`config.mk`:
```
export PLATFORM = sky130hd
export DESIGN_NAME = top_k_distinct_tracker
export DESIGN_NICKNAME = d
export VERILOG_FILES = /design/src/design/tkdt_pkg.sv /design/src/design/tkdt_ctrl.sv /design/src/design/tkdt_datapath.sv /design/src/design/top_k_distinct_tracker.sv
export VERILOG_INCLUDE_DIRS = /design/src /design/src/design
export SDC_FILE = /design/constraint.sdc
export NUM_CORES = 2
export LEC_CHECK = 0
export BUFFER_PORTS_ARGS = -buffer_cell sky130_fd_sc_hd__buf_2
export CORE_MARGIN = 2
export CORE_UTILIZATION = 50
export DETAILED_ROUTE_END_ITERATION = 7
export PLACE_DENSITY_LB_ADDON = 0.2
export SETUP_SLACK_MARGIN = 0.3
export SLEW_MARGIN = 15
export SYNTH_ARGS = -nofsm -noshare
export SYNTH_HDL_FRONTEND = slang
export SYNTH_SLANG_ARGS = --single-unit
```
`constraint.sdc`:
```
create_clock -name clk_i -period 10.9 [get_ports clk_i]
set_input_delay 1.635 -clock clk_i [delete_from_list [all_inputs] [get_ports clk_i]]
set_output_delay 1.635 -clock clk_i [all_outputs]
set_load 0.1 [all_outputs]
```
`src/design/top_k_distinct_tracker_assert.svh`:
```
// assertion macros for the top-k distinct tracker
`ifndef TOP_K_DISTINCT_TRACKER_ASSERT_SVH
`define TOP_K_DISTINCT_TRACKER_ASSERT_SVH

`ifndef SYNTHESIS
// same-cycle implication, sampled on clk_i, off during reset
`define TKDT_ASSERT_IMP(label, ante, cons, msg) \
  label: assert property (@(posedge clk_i) disable iff (!rst_ni) (ante) |-> (cons)) \
    else $error(msg);
// next-cycle implication, sampled on clk_i, off during reset
`define TKDT_ASSERT_NXT(label, ante, cons, msg) \
  label: assert property (@(posedge clk_i) disable iff (!rst_ni) (ante) |=> (cons)) \
    else $error(msg);
`else
`define TKDT_ASSERT_IMP(label, ante, cons, msg)
`define TKDT_ASSERT_NXT(label, ante, cons, msg)
`endif

`endif

```
`src/design/tkdt_pkg.sv`:
```
// shared constants and types of the top-k distinct tracker
`default_nettype none

package tkdt_pkg;

  localparam int MAX_KEEP = 16;
  localparam int VAL_W    = 32;
  localparam int KEEP_W   = 5;
  // count of held values, 0 .. MAX_KEEP
  localparam int CNT_W    = $clog2(MAX_KEEP + 1);
  // count after an insert, 0 .. MAX_KEEP + 1
  localparam int GROW_W   = $clog2(MAX_KEEP + 2);
  localparam int CMP_W    = (GROW_W > KEEP_W) ? GROW_W : KEEP_W;

  localparam logic [KEEP_W-1:0] KEEP_RESET = 5'd16;

  typedef enum logic {
    ST_IDLE,
    ST_EMIT
  } tkdt_state_e;

  typedef struct packed {
    logic insert;
    logic finish;
    logic emit;
  } tkdt_cmd_t;

  typedef struct packed {
    logic count_zero;
    logic last_one;
  } tkdt_stat_t;

endpackage

`default_nettype wire

```
`src/design/tkdt_ctrl.sv`:
```
// controller state machine of the top-k distinct tracker
`default_nettype none

module tkdt_ctrl (
  input  wire logic                 clk_i,
  input  wire logic                 rst_ni,
  input  wire logic                 start_i,
  input  wire logic                 cmd_i,
  input  wire tkdt_pkg::tkdt_stat_t stat_i,
  output tkdt_pkg::tkdt_cmd_t       cmd_o,
  output logic                      busy_o
);

  tkdt_pkg::tkdt_state_e state_q, state_d;

  always_ff @(posedge clk_i or negedge rst_ni) begin
    if (!rst_ni) begin
      state_q <= tkdt_pkg::ST_IDLE;
    end else begin
      state_q <= state_d;
    end
  end

  always_comb begin
    state_d      = state_q;
    cmd_o.insert = 1'b0;
    cmd_o.finish = 1'b0;
    cmd_o.emit   = 1'b0;
    busy_o       = 1'b0;
    unique case (state_q)
      tkdt_pkg::ST_IDLE: begin
        if (start_i) begin
          cmd_o.insert = !cmd_i;
          cmd_o.finish = cmd_i;
          // an empty set answers at once and needs no emit pass
          if (cmd_i && !stat_i.count_zero) begin
            state_d = tkdt_pkg::ST_EMIT;
          end
        end
      end
      tkdt_pkg::ST_EMIT: begin
        busy_o     = 1'b1;
        cmd_o.emit = 1'b1;
        if (stat_i.last_one) begin
          state_d = tkdt_pkg::ST_IDLE;
        end
      end
      default: begin
        state_d = tkdt_pkg::ST_IDLE;
      end
    endcase
  end

endmodule

`default_nettype wire

```
`src/design/tkdt_datapath.sv`:
```
// sorted register file, compare-and-shift insert and shift-out emit
`default_nettype none

module tkdt_datapath (
  input  wire logic                              clk_i,
  input  wire logic                              rst_ni,
  input  wire tkdt_pkg::tkdt_cmd_t               cmd_i,
  output tkdt_pkg::tkdt_stat_t                   stat_o,
  input  wire logic signed [tkdt_pkg::VAL_W-1:0] value_i,
  input  wire logic                              cfg_we_i,
  input  wire logic [tkdt_pkg::KEEP_W-1:0]       cfg_wdata_i,
  output logic                                   result_valid_o,
  output logic signed [tkdt_pkg::VAL_W-1:0]      out_value_o,
  output logic                                   is_last_o,
  output logic                                   set_empty_o
);

  localparam int M = tkdt_pkg::MAX_KEEP;

  // held values, ascending from entry 0; entries at or above count are stale
  logic signed [tkdt_pkg::VAL_W-1:0] vals_q [M];
  logic signed [tkdt_pkg::VAL_W-1:0] vals_d [M];
  logic signed [tkdt_pkg::VAL_W-1:0] work   [M+1];

  logic [tkdt_pkg::CNT_W-1:0]  count_q, count_d;
  logic [tkdt_pkg::CNT_W-1:0]  remain_q;
  logic [tkdt_pkg::KEEP_W-1:0] keep_q;

  logic                        res_valid_q;
  logic signed [tkdt_pkg::VAL_W-1:0] res_value_q;
  logic                        res_last_q;
  logic                        res_empty_q;

  logic [M-1:0]                held, lt, eq;
  logic                        present;
  logic                        drop;
  logic [tkdt_pkg::GROW_W-1:0] grow;
  logic [tkdt_pkg::CMP_W-1:0]  keep_ext, limit;

  always_comb begin
    for (int j = 0; j < M; j++) begin
      held[j] = tkdt_pkg::CNT_W'(j) < count_q;
      lt[j]   = held[j] && (vals_q[j] < value_i);
      eq[j]   = held[j] && (vals_q[j] == value_i);
    end
    present = |eq;

    // lt is a prefix of the held entries, so its edge marks the slot
    work[0] = (present || lt[0]) ? vals_q[0] : value_i;
    for (int j = 1; j < M; j++) begin
      if (present || lt[j]) begin
        work[j] = vals_q[j];
      end else if (lt[j-1]) begin
        work[j] = value_i;
      end else begin
        work[j] = vals_q[j-1];
      end
    end
    work[M] = lt[M-1] ? value_i : vals_q[M-1];

    grow     = tkdt_pkg::GROW_W'(count_q) + tkdt_pkg::GROW_W'(!present);
    keep_ext = tkdt_pkg::CMP_W'(keep_q);
    limit    = (keep_ext > tkdt_pkg::CMP_W'(M)) ? tkdt_pkg::CMP_W'(M) : keep_ext;
    drop     = tkdt_pkg::CMP_W'(grow) > limit;

    // drop the smallest when over the limit
    for (int j = 0; j < M; j++) begin
      vals_d[j] = drop ? work[j+1] : work[j];
    end
    count_d = drop ? tkdt_pkg::CNT_W'(grow - tkdt_pkg::GROW_W'(1))
                   : tkdt_pkg::CNT_W'(grow);
  end

  assign stat_o.count_zero = (count_q == '0);
  assign stat_o.last_one   = (remain_q == tkdt_pkg::CNT_W'(1));

  always_ff @(posedge clk_i or negedge rst_ni) begin
    if (!rst_ni) begin
      count_q     <= '0;
      remain_q    <= '0;
      keep_q      <= tkdt_pkg::KEEP_RESET;
      res_valid_q <= 1'b0;
    end else begin
      res_valid_q <= (cmd_i.finish && (count_q == '0)) || cmd_i.emit;
      if (cfg_we_i) begin
        keep_q <= cfg_wdata_i;
      end
      if (cmd_i.insert) begin
        count_q <= count_d;
      end
      if (cmd_i.finish) begin
        count_q  <= '0;
        remain_q <= count_q;
      end
      if (cmd_i.emit) begin
        remain_q <= remain_q - tkdt_pkg::CNT_W'(1);
      end
    end
  end

  always_ff @(posedge clk_i) begin
    if (cmd_i.insert) begin
      vals_q <= vals_d;
    end
    if (cmd_i.finish) begin
      res_value_q <= '0;
      res_last_q  <= 1'b1;
      res_empty_q <= 1'b1;
    end
    if (cmd_i.emit) begin
      res_value_q <= vals_q[0];
      res_last_q  <= (remain_q == tkdt_pkg::CNT_W'(1));
      res_empty_q <= 1'b0;
      // shift out smallest first
      for (int j = 0; j < M - 1; j++) begin
        vals_q[j] <= vals_q[j+1];
      end
    end
  end

  assign result_valid_o = res_valid_q;
  assign out_value_o    = res_value_q;
  assign is_last_o      = res_last_q;
  assign set_empty_o    = res_empty_q;

endmodule

`default_nettype wire

```
`src/design/top_k_distinct_tracker.sv`:
```
// Keeps the largest distinct signed values of a stream, up to keep_count of them
// (at most MAX_KEEP). A word is accepted when start_i is high and busy_o is low.
// An insert word (cmd_i = 0) leaves busy_o low, so inserts may come every cycle; the
// compare-and-shift runs across all entries of the sorted register file at once. A
// finish word (cmd_i = 1) with values held raises busy_o while the file shifts out
// one value per cycle, smallest first, and the next word can be taken once busy_o
// falls; with an empty set it gives one result marked set_empty_o the next cycle and
// busy_o never rises. Each result is shown on the result ports for one cycle under
// result_valid_o and cannot be held off. keep_count is written through cfg_we_i /
// cfg_wdata_i; the user does so only while the block is idle, which is not enforced.
`default_nettype none

`include "top_k_distinct_tracker_assert.svh"

module top_k_distinct_tracker (
  input  wire logic                              clk_i,
  input  wire logic                              rst_ni,
  input  wire logic                              start_i,
  output logic                                   busy_o,
  input  wire logic                              cmd_i,
  input  wire logic signed [tkdt_pkg::VAL_W-1:0] value_i,
  input  wire logic                              cfg_we_i,
  input  wire logic [tkdt_pkg::KEEP_W-1:0]       cfg_wdata_i,
  output logic                                   result_valid_o,
  output logic signed [tkdt_pkg::VAL_W-1:0]      out_value_o,
  output logic                                   is_last_o,
  output logic                                   set_empty_o
);

  tkdt_pkg::tkdt_cmd_t  cmd;
  tkdt_pkg::tkdt_stat_t stat;

  tkdt_ctrl u_ctrl (
    .clk_i  (clk_i),
    .rst_ni (rst_ni),
    .start_i(start_i),
    .cmd_i  (cmd_i),
    .stat_i (stat),
    .cmd_o  (cmd),
    .busy_o (busy_o)
  );

  tkdt_datapath u_datapath (
    .clk_i         (clk_i),
    .rst_ni        (rst_ni),
    .cmd_i         (cmd),
    .stat_o        (stat),
    .value_i       (value_i),
    .cfg_we_i      (cfg_we_i),
    .cfg_wdata_i   (cfg_wdata_i),
    .result_valid_o(result_valid_o),
    .out_value_o   (out_value_o),
    .is_last_o     (is_last_o),
    .set_empty_o   (set_empty_o)
  );

  `TKDT_ASSERT_NXT(a_empty_finish, cmd.finish && stat.count_zero, result_valid_o && set_empty_o && is_last_o, "empty finish must give one empty last word")
  `TKDT_ASSERT_NXT(a_emit_word, busy_o, result_valid_o && !set_empty_o, "each emit cycle must deliver a word")
  `TKDT_ASSERT_IMP(a_last_frees, result_valid_o && is_last_o, !busy_o, "busy after the last word")
  `TKDT_ASSERT_IMP(a_empty_is_last, result_valid_o && set_empty_o, is_last_o, "empty word not marked last")

endmodule

`default_nettype wire

```
==> results.cfg <==
[clocking]
post_cts_buffers = 0
clockBufferDepth = 3
cts_resized = 0
cts_tree = built
clock_sinks = 563
numCtsBuffers = 70
cts-root-buf = clkbuf_16
htree_levels = 3
clkTransAtPathRegs_ps = 60
clock_latency_ps = 660
holdBufCountCts = 0

[sta]
finalSetupViolCount = 0
fin_skew_ps = 26.4
slew_violations = 0
slew_headroom_pct = 20.6
timing.setup.tns_ps = 0
hold_viol = 0
period_share_pct = 80.7
worstMarginPinSlew_ps = 1190
rsz0062_at_grt = false
fmax_mhz = 114
min_period_ps = 8800

[setup_path]
reg2reg_from = u_datapath.count_q[4]
reg2reg_slack_ps = 3530
cp-startpoint = value_i[24]
crit_type = in -> reg
worstSetupEndpoint = u_datapath.vals_q[206]
crit_required_ps = 11310
worst_r2r_endpoint = u_datapath.vals_q[206]
arrival_ps = 9210
r2r_cells = 18
cp-start-kind = input pin
worst_setup_path_end_kind = flop
crit_fanout = 66

[pwr]
p_sw_mw = 9.19
comb_power_share_pct = 58.5
p_total_mw = 18.4
power_leakage_nw = 22.2
ir_worst_vdd_v = 0.000343
swShare_pct = 50.0
seq_power_share_pct = 29.2
p_int_mw = 9.18
pwr-share-clk_pct = 12.3
power_density_nw_per_um2 = 335

[die]
die_x_um = 323
core_area_sq_um = 101000
die_h_um = 323
start_util_pct = 50.3
dieArea_sq_um = 105000
rows = 117
num_io_pins = 78

[yosys]
synthArstFlopShare_pct = 3.02
ys.flop_type = edfxtp_1
mappedNetlistArea_sq_um = 51000
synth_edf_count = 545
yosys_warnings = 0
syn_avg_cell_area_sq_um = 9.28
synth_top_area_share_pct = 32.1
post_synth_num_cell_types = 77
syn_nets = 6062
synthTopCellsByArea = edfxtp_1 (32%), ha_1 (13%), mux2i_1 (5.1%)
ys_seq_area_share_pct = 32.9
synth_top_area_cell = edfxtp_1
synthCells = 5499
ys_ff_latch = 563

[hold_path]
min_path_type = reg -> reg
holdPathStages = 2

[route]
wl_per_cell_um = 25.9
viasPerCell = 6.95
vias = 46700
drt-total-wl_um = 174000
postRouteAntennaNets = 0
drc = 0
drt-initial-drc-count = 5386
drt_first_pass_iters = 6

[placed_design]
gp_congestion = 0.978
dpl.hpwl_um = 122000
port-buffer-count = 77

[global_routing]
grt_usage_pct = 32.5
grt_pass1_vias = 44000
grt_max_degree = 178
antenna_found_initial = 3
grt_pass1_wl_um = 266000
grt-ovfl-total = 0

[cells_and_area]
final_nets = 5866
layout-drive-gt1-share_pct = 9.55
final_cell_mix = edfxtp_1 (545), ha_1 (521), nand2_1 (477)
area_delta_synth_final_pct = 7.32
layout_commonest_cell = edfxtp_1

[status]
status = complete, no violations

[flow_run]
cap_viol_max_count = 0
## critical path, stage by stage
cell,delay [ps]
buf_2,390
inv_1,560
ha_1,500
nand4_1,140
nor4_1,750
nand3_1,500
nand4_1,230
nor4_2,70
buf_4,260
ha_1,260
ha_1,330
ha_1,320
nor2b_1,150
o31ai_1,210
a21boi_0,130
o21ai_0,450
a21o_4,670
nand2_4,520
buf_4,370
buf_12,220
o311ai_0,410
## through the flow
step	instance area (sq um)	utilization, %	hold WS [ps]	cells	worst slack [ps]
after global routing	54800	54.0	538	6720	1760
after global placement	52700	51.9	448	6598	1920
after detailed placement	52700	51.9	452	6598	1670
after CTS	54800	54.0	469	6719	2330
after floorplan	51000	-	473	5499	2150
final	54800	54.0	465	6721	2100
## cell usage after synthesis, drive strengths merged, types with 118 or more instances
library cell  instances
mux2i               261
a211oi              118
a211o               197
ha                  521
a221o               130
clkbuf              406
edfxtp              545
nor2                384
nand4               137
o21ai               268
o211ai              181
nand3               184
nand2               483
a21oi               375
mux2                129
o311ai              128
## sequential cells by signal, indices dropped and copies added, names as in the netlist
register                   cells
u_datapath.out_value_o        32
u_ctrl.state_q                 1
u_datapath.vals_q            512
u_datapath.remain_q            5
u_datapath.count_q             5
u_datapath.set_empty_o         1
u_datapath.result_valid_o      1
u_datapath.is_last_o           1
u_datapath.keep_ext            5
## how the worst min path moves through the flow
stage,start,to
after floorplan,u_datapath.keep_ext[0],u_datapath.keep_ext[0]
after global placement,u_datapath.set_empty_o,u_datapath.set_empty_o
after detailed placement,u_datapath.set_empty_o,u_datapath.set_empty_o
after CTS,u_datapath.set_empty_o,u_datapath.set_empty_o
after global routing,u_datapath.set_empty_o,u_datapath.set_empty_o
final,u_datapath.set_empty_o,u_datapath.set_empty_o
## kinds of logic (layout without fill, tap and decap cells)
family	after synthesis	after routing	synth area share [%]
AOI/OAI and AO/OA	1968	1968	28.3
xor gates and xnor gates	11	11	0.189
adders and majority gates	521	521	12.8
buffers and inverters	557	410	4.25
DFF	563	563	32.9
muxes	390	390	7.97
other	0	1	0
and+or+nand+nor	1489	1489	13.6
## power groups by stage
stage               Sequential (mW)  Combinational (mW)  Clock [mW]
floorplan                      5.48                7.46           0
global placement               5.29                10.3           0
detailed placement             5.33                10.5           0
CTS                            5.29                10.6        2.28
global route                   5.49                11.7        2.35
finish                         5.36                10.7        2.26
## final cells by class
| type | instances | area, sq um |
|---|---|---|
| Timing Repair Buffer | 211 | 1540 |
| Clock buffer | 101 | 1990 |
| Antenna cell | 1 | 2.50 |
| Fill cell | 9181 | 46700 |
| Inverter | 78 | 293 |
| Sequential cell | 563 | 16800 |
| Clock inverter | 20 | 85.1 |
| Multi-Input combinational cell | 4379 | 32300 |
| Tap cell | 1368 | 1710 |
## routing by layer
layer	up-vias	wire length, um	GRT usage [%]
met5	-	25	0
met4	4	7030	12.7
met3	326	14800	4.83
met2	2195	77400	50.8
met1	22600	75100	45.1
li1	21600	-	-
Power figures use the tool's default switching activity.
